File: src/dh_link_transform_macros.svh
// assertion macros for the dh link transform block
`ifndef DH_LINK_TRANSFORM_MACROS_SVH
`define DH_LINK_TRANSFORM_MACROS_SVH

`ifndef ASSERT_OFF
// same-cycle implication, sampled on clk, quiet during rst
`define DHLT_ASSERT_IMP(label, ante, cons, msg) \
  label: assert property (@(posedge clk) disable iff (rst) (ante) |-> (cons)) else $error(msg);
// next-cycle implication, sampled on clk, quiet during rst
`define DHLT_ASSERT_NXT(label, ante, cons, msg) \
  label: assert property (@(posedge clk) disable iff (rst) (ante) |=> (cons)) else $error(msg);
`else
`define DHLT_ASSERT_IMP(label, ante, cons, msg)
`define DHLT_ASSERT_NXT(label, ante, cons, msg)
`endif

`endif

File: src/dhlt_rmul.sv
// registered signed multiply, scaled down with round half away from zero
`default_nettype none
module dhlt_rmul #(
  parameter int unsigned AW = 16,
  parameter int unsigned BW = 16,
  parameter int unsigned SH = 14
) (
  input  logic                      clk,
  input  logic                      en,
  input  logic signed [AW-1:0]      a,
  input  logic signed [BW-1:0]      b,
  output logic signed [AW+BW-1:0]   p
);
  localparam int unsigned PW = AW + BW;
  localparam logic [PW-1:0] HALF = (PW'(1) << SH) >> 1;

  logic signed [PW-1:0] v;
  logic [PW-1:0]        mag, rnd;
  logic                 neg;

  assign v   = PW'(a) * PW'(b);
  assign neg = v[PW-1];
  assign mag = neg ? PW'(-v) : PW'(v);
  assign rnd = (mag + HALF) >> SH;

  always_ff @(posedge clk) begin
    if (en) begin
      p <= neg ? -$signed(rnd) : $signed(rnd);
    end
  end

endmodule
`default_nettype wire

File: config.mk
export PLATFORM = sky130hd
export DESIGN_NAME = dhlt_rmul
export DESIGN_NICKNAME = d
export VERILOG_FILES = /design/src/dh_link_transform_macros.svh /design/src/dhlt_rmul.sv
export SDC_FILE = /design/constraint.sdc
export NUM_CORES = 1
export LEC_CHECK = 0
export ABC_AREA = 1
export BUFFER_PORTS_ARGS = -buffer_cell sky130_fd_sc_hd__buf_2
export CAP_MARGIN = 20
export CORE_UTILIZATION = 45
export CTS_CLUSTER_SIZE = 16
export DETAILED_ROUTE_END_ITERATION = 10
export PLACE_DENSITY_LB_ADDON = 0.05
export SETUP_SLACK_MARGIN = 0.3
export SYNTH_ARGS = -nofsm -noshare
export SYNTH_HDL_FRONTEND = slang
export SYNTH_SLANG_ARGS = --single-unit
export TNS_END_PERCENT = 30
File: constraint.sdc
create_clock -name clk -period 20.1 [get_ports clk]
set_clock_uncertainty 0.2 [all_clocks]
set_input_delay 5.025 -clock clk [delete_from_list [all_inputs] [get_ports clk]]
set_output_delay 5.025 -clock clk [all_outputs]
set_load 0.01 [all_outputs]
==> results of run 1 <==
[cells by family after synthesis]
kind of cell	after synthesis	share of synthesized area [%]
buffers and inverters	629	16.7
adder cells (fa/ha/maj)	346	44.1
AO/OA/AOI/OAI	52	2.29
flip-flops	32	6.73
XOR/XNOR	23	1.46
AND/OR/NAND/NOR	922	28.7
[cell type report]
type                    count  area, um2  area share (%)
multi-input cells        1343      10900            73.0
inverters                 565       2120            14.2
flip-flops and latches     32        961            6.42
well taps                 396        495            3.31
repair buffers             65        325            2.17
clock buffers               5        125           0.836
clock inverters             2       7.51          0.0502
[layer usage]
metal	global-route usage [%]	up-vias	routed length (um)
met4	1.78	0	121
li1	-	5806	-
met2	40.7	216	16800
met5	0	-	0
met1	32.3	5596	17000
met3	0.788	13	1140
[cells in the mapped netlist (all sizes together)]
cell type	n
a2111oi	1
a21oi	29
buf	7
clkbuf	57
edfxtp	32
fa	262
ha	84
inv	565
nand2	655
nand3	98
nand3b	8
nand4	40
nor2	95
nor3	16
o211ai	8
o21a	1
o21ai	11
o21bai	1
o311ai	1
or2	10
xnor2	9
xor2	14
[stage by stage]
stage | setup slack (ns) | cells
after CTS | 7.02 | 2408
after detailed placement | 6.75 | 2401
final | 7.07 | 2408
after global placement | 6.90 | 2401
after global routing | 6.27 | 2408
after floorplan | 7.84 | 2004
[critical path, delay by kind of cell]
family,cells,cell delay (ns)
and+or+nand+nor,18,2.60
AOI/OAI and AO/OA,2,0.42
adders and majority gates,7,3.60
buffers and inverters,8,1.13
[final timing paths]
check,from,end,slack [ns],cells after the start
hold / removal,en,p[24],5.15,1
setup / recovery,b[1],p[29],7.07,35
[cells in the final DEF, fill, tap and decap left out, types with 2 or more instances in the layout]
cell	count
nand3_2	10
or2_1	2
inv_1	547
a21oi_1	27
o21ai_0	8
xnor2_1	9
edfxtp_1	32
ha_1	84
nor3_2	3
o21ai_2	2
nand3_1	88
o211ai_1	8
nand3b_1	7
fa_1	262
xor2_1	13
or2_2	8
clkbuf_16	5
nor2_2	24
inv_2	18
nand2_4	4
buf_2	65
clkinv_1	2
nand2_2	44
nand4_1	38
nand4_2	2
nand2_1	607
nor2_1	63
nor3_1	13
nor2_4	8
==> results.json, run 1 <==
{
  "setup_violations": 0,
  "fin_crit_sh_pct": 64.8,
  "finalWorstPathRequiredPeriod_ns": 13.03,
  "crit_type": "input pin to register",
  "initial_core_util_pct": 46.2,
  "totalWireLength_um": 35100,
  "vias": 11631,
  "diodes": 0,
  "crit_top_cell": "nand2_1",
  "crit_fanout": 16,
  "drc": 0,
  "syn_nets": 2384,
  "wl_per_cell_um": 14.6,
  "io_pins": 66,
  "slowest_delay_ns": 0.72,
  "cts_num_sinks": 32,
  "cp_slowest_cell": "fa_1",
  "antenna_found_initial": 0,
  "hp-class": "input pin to register",
  "ant_nets": 0,
  "fp.dieW_um": 180,
  "gr-total-overflow": 0,
  "synthToLayoutAreaGrowth_pct": 4.82,
  "yosysUniqueCellTypes": 40,
  "vias_per_cell": 4.83,
  "port_buffers": 65,
  "synth.cell_area_um2": 14300,
  "numCtsBuffers": 5,
  "grt_pass1_vias": 12154,
  "tightest_slew_ns": 0.929,
  "largest_reg_flops": 32,
  "largest-register": "p",
  "cp-start-kind": "input pin",
  "yosysTopAreaCell": "fa_1",
  "whs_ns": 5.15,
  "cts-resized-gates": 0,
  "ctsLongestPathBuffers": 2,
  "cts_tree": "built",
  "drive_above_1_share_pct": 9.84,
  "core_um2": 30900,
  "grt_max_degree": 56,
  "firstDrtPassIters": 5,
  "fp.dieH_um": 180,
  "stdcell_area_um2": 15000,
  "synth_seq_cells": 32,
  "fin_tns_setup_ns": 0,
  "dieArea_um2": 32400,
  "rsz0062_at_grt": "false",
  "synth_area_leaders": "fa_1 (37%), nand2_1 (16%), inv_1 (14%), ha_1 (7.4%), edfxtp_1 (6.7%)",
  "relSlewSlack_pct": 36.5,
  "reg_top3": "p: 32 flops",
  "slew_viol_final": 0,
  "ctsHoldBuffers": 0,
  "cts.htree.levels": 2,
  "fin_util_pct": 48.4,
  "crit_arrival_ns": 12.82,
  "synth.yosys.warnings": 0,
  "grt_pass1_wl_um": 60500,
  "cap_violations": 0,
  "max_freq_ghz": 0.0767,
  "hpwlAfterDp_um": 30700,
  "yosysTopAreaCellShare_pct": 36.7,
  "cts-root-buf": "clkbuf_16",
  "outcome": "complete, no violations",
  "required_ns": 19.89,
  "syn_inst": 2004,
  "yosysSeqAreaShare_pct": 6.73,
  "std_cell_rows": 64,
  "cts.clk_slew.worst_paths_ns": 0.05,
  "postCtsSetupBuffers": 0,
  "final_nets": 2392,
  "grt_use_total_pct": 22.9,
  "gp_congestion": 0.883,
  "synth.avg_cell_area_um2": 7.13,
  "drt_iter0_markers": 601,
  "nFillCells": 3232,
  "endpoint_kind": "register",
  "place_area_um2": 14800,
  "hold_viol_final": 0
}
Power of run 1 is not shown: default switching activity piles up to over one toggle a cycle in this logic, so the estimate is an artifact.
==> run 2, diff against run 1 <==
- clock period: 20.1 -> 11.7 ns (I/O delays scaled with it)
==> run 2 against run 1 <==
Final cell count up 0.37%. Cell area grew 0.67%. Non-clock buffer count up 8. Flip-flop and latch count unchanged. Hold slack worse by 2.1 ns. Critical path type unchanged. Count of clock-buffer cells in the layout is 1 higher. Sequential share of layout area about the same. First-iteration DRC count grew 0.50%. Core utilization up 0.32 points. Routed wire length is 3.9% higher. Setup slack lost 6.0 ns.
==> results.json, run 2 (synthesis gave the netlist of run 1 again) <==
{
  "dieArea_um2": 32400,
  "required_ns": 11.50,
  "port_buffers": 65,
  "gp_congestion": 0.886,
  "cts.clk_slew.worst_paths_ns": 0.05,
  "totalWireLength_um": 36500,
  "ant_nets": 0,
  "grt_pass1_wl_um": 62900,
  "pre_cts_ws_ns": 0.654,
  "postCtsSetupBuffers": 0,
  "crit_type": "input pin to register",
  "cp_slowest_cell": "fa_1",
  "drc": 0,
  "final_common_cell": "nand2_1",
  "relSlewSlack_pct": 30.3,
  "slew_viol_final": 0,
  "std_cell_rows": 64,
  "core_um2": 30900,
  "cts.htree.levels": 2,
  "synthToLayoutAreaGrowth_pct": 5.52,
  "rsz0062_at_grt": "false",
  "hp-class": "input pin to register",
  "final_nets": 2400,
  "cp-start-kind": "input pin",
  "hold_end": "p[20]",
  "outcome": "complete, no violations",
  "grt_pass1_vias": 12435,
  "diodes": 0,
  "crit_arrival_ns": 10.44,
  "setup_violations": 0,
  "ctsHoldBuffers": 0,
  "io_pins": 66,
  "finalWorstPathRequiredPeriod_ns": 10.64,
  "antenna_found_initial": 1,
  "cap_violations": 0,
  "cts_num_sinks": 32,
  "fp.dieH_um": 180,
  "fp.dieW_um": 180,
  "wl_per_cell_um": 15.1,
  "endpoint_kind": "register",
  "drive_above_1_share_pct": 10.3,
  "drt_iter0_markers": 604,
  "hold_viol_final": 0,
  "hold_depth": 1,
  "reg_top3": "p: 32 flops",
  "grt_max_degree": 40,
  "slowest_delay_ns": 0.55,
  "numCtsBuffers": 5,
  "largest-register": "p",
  "initial_core_util_pct": 46.2,
  "firstDrtPassIters": 6,
  "hp-start": "en",
  "vias_per_cell": 4.87,
  "crit_fanout": 17,
  "tightest_slew_ns": 1.02,
  "cts_tree": "built",
  "ctsLongestPathBuffers": 2,
  "grt_use_total_pct": 24.0,
  "gr-total-overflow": 0,
  "vias": 11780,
  "final_cell_mix": "nand2_1 (607), inv_1 (547), fa_1 (262)",
  "cp-startpoint": "b[15]",
  "worst_slack_ns": 1.06,
  "largest_reg_flops": 32,
  "crit_top_cell": "nand2_1",
  "cts-root-buf": "clkbuf_16",
  "fin_tns_setup_ns": 0,
  "max_freq_ghz": 0.0939,
  "hpwlAfterDp_um": 32000,
  "fin_crit_sh_pct": 91.0
}
## run 2: changes by cell type in the layout (fill, tap and decap cells not counted), sizes merged
cell,previous run,this run
buf,65,73
bufinv,0,1
clkbuf,5,6
clkinv,2,1
## run 2: layout make-up
| type | instances | area [um2] |
|---|---|---|
| Fill cell | 3209 | 15800 |
| Clock buffer | 6 | 129 |
| Sequential cell | 32 | 961 |
| Inverter | 565 | 2120 |
| Timing Repair Buffer | 73 | 385 |
| Tap cell | 396 | 495 |
| Multi-Input combinational cell | 1343 | 10900 |
| Clock inverter | 2 | 35.0 |
## run 2: worst max path at each step
stage / to / cells after the start
after floorplan: p[16] / 41
after detailed placement: p[29] / 36
final: p[25] / 36
after global placement: p[15] / 38
after global routing: p[15] / 40
after CTS: p[25] / 36
## run 2: layer usage
layer	part of all wire, %	up-vias	global-route usage [%]
met5	0	-	0
met4	0.75	0	2.43
met3	4.2	19	1.33
met2	49	264	43.6
met1	46	5675	32.7
li1	-	5822	-
## run 2: critical path: cells and delay by family
family / cells / cell delay, ns
and+or+nand+nor: 21 / 2.98
adders and majority gates: 7 / 3.55
AOI/OAI and AO/OA: 2 / 0.38
buffers and inverters: 6 / 0.58
## run 2: repair_timing
item | CTS | global route
endpoints found under the hold margin | 0 | 0
resized for setup | 0 | 1
setup endpoints to repair | 0 | 17
## run 2: stage by stage
step	instance area (um2)	util [%]	cells	hold slack, ns
3_3_place_gp	14900	48.2	2409	3.13
3_5_place_dp	14900	48.2	2409	3.13
6_report	15100	48.7	2417	3.04
5_1_grt	15100	48.7	2417	3.08
4_1_cts	15100	48.7	2417	3.05
2_1_floorplan	14300	-	2004	2.84
Power of run 2 is left out for the same reason.
==> run 3, diff against run 2 <==
- CTS_BUF_LIST: unset -> sky130_fd_sc_hd__clkbuf_16
==> run 3 against run 2 <==
Routed wire length hardly changed. Count of clock-buffer cells in the layout is 1 lower. Flip-flop and latch count stayed put. Hold slack hardly changed. Core utilization stayed put. First-iteration DRC count stayed put. Global-route usage stayed put. Maximum frequency hardly changed. Final cell count stayed put. Setup slack better by 0.0017 ns. Sequential share of layout area stayed put. Cell area stayed put.
==> results.json, run 3 (synthesis gave the netlist of run 1 again) <==
{
  "outcome": "complete, no violations",
  "cts.htree.levels": 2,
  "endpoint_kind": "register",
  "drc": 0,
  "final_common_cell": "nand2_1",
  "fin_tns_setup_ns": 0,
  "cap_violations": 0,
  "setup_violations": 0,
  "place_area_um2": 14900,
  "fin_crit_sh_pct": 91.0,
  "cts_tree": "built",
  "grt_max_degree": 40,
  "fp.dieW_um": 180,
  "ctsLongestPathBuffers": 2,
  "hpwlAfterDp_um": 32000,
  "relSlewSlack_pct": 30.4,
  "tightest_slew_ns": 1.02,
  "core_um2": 30900,
  "hp-class": "input pin to register",
  "crit_type": "input pin to register",
  "vias": 11785,
  "drt_iter0_markers": 604,
  "slew_viol_final": 0,
  "slowest_delay_ns": 0.55,
  "grt_pass1_vias": 12435,
  "initial_core_util_pct": 46.2,
  "diodes": 0,
  "vias_per_cell": 4.88,
  "crit_fanout": 17,
  "cts.clk_slew.worst_paths_ns": 0.05,
  "drive_above_1_share_pct": 10.3,
  "cp_slowest_cell": "fa_1",
  "final_nets": 2400,
  "std_cell_rows": 64,
  "numCtsBuffers": 5,
  "fp.dieH_um": 180,
  "firstDrtPassIters": 7,
  "io_pins": 66,
  "grt_use_total_pct": 24.0,
  "dieArea_um2": 32400,
  "stdcell_area_um2": 15100,
  "gr-total-overflow": 0,
  "grt_pass1_wl_um": 62900,
  "synthToLayoutAreaGrowth_pct": 5.52,
  "finalWorstPathRequiredPeriod_ns": 10.64,
  "wl_per_cell_um": 15.1,
  "whs_ns": 3.04,
  "postCtsSetupBuffers": 0,
  "largest_reg_flops": 32,
  "antenna_found_initial": 1,
  "hold_viol_final": 0,
  "gp_congestion": 0.886,
  "largest-register": "p",
  "cts-root-buf": "clkbuf_16",
  "reg_top3": "p: 32 flops",
  "port_buffers": 65,
  "rsz0062_at_grt": "false",
  "final_cell_mix": "nand2_1 (607), inv_1 (548), fa_1 (262)",
  "crit_top_cell": "nand2_1",
  "ant_nets": 0,
  "totalWireLength_um": 36500,
  "max_freq_ghz": 0.0940,
  "crit_arrival_ns": 10.44,
  "required_ns": 11.50,
  "cp-start-kind": "input pin",
  "cts_num_sinks": 32
}
-- run 3: cell types whose count changed in the layout (fill, tap and decap cells not counted), sizes merged --
cell,change
inv,+1
clkbuf,-1
-- run 3: repair_timing --
action | 4_1_cts | 5_1_grt
endpoints found under the setup margin | 0 | 17
gates resized for setup | 0 | 1
hold buffers | 0 | 0
-- run 3: through the flow --
step                std cells  util [%]  worst slack, ns
floorplan                2004         -             1.54
finish                   2417      48.7             1.06
detailed placement       2409      48.2            0.654
global placement         2409      48.2            0.780
CTS                      2417      48.7            0.938
global route             2417      48.7            0.302
-- run 3: routing by layer --
metal	GRT usage [%]	part of all wire [%]	vias to the layer above	wire length, um
li1	-	-	5823	-
met1	32.7	46	5678	16900
met2	43.6	49	265	17700
met3	1.33	4.2	19	1530
met4	2.43	0.75	0	274
met5	0	0	-	0
-- run 3: area by class of cell --
| type | count | area (um2) |
|---|---|---|
| fill | 3209 | 15800 |
| multi-input combinational | 1343 | 10900 |
| inverter | 565 | 2120 |
| sequential | 32 | 961 |
| tap | 396 | 495 |
| timing repair buffer | 73 | 385 |
| clock buffer | 5 | 125 |
| clock inverter | 3 | 38.8 |
-- run 3: worst paths after layout --
path                   from     to  cells after the start
worst min-delay path     en  p[20]                      1
worst max-delay path  b[15]  p[25]                     36
-- run 3: worst max-delay path, delay by kind of cell --
kind,cells,cell delay [ns]
fa+ha+maj,7,3.55
compound gates,2,0.38
buf+inv,6,0.58
simple gates,21,2.98
Power of run 3 is left out for the same reason.
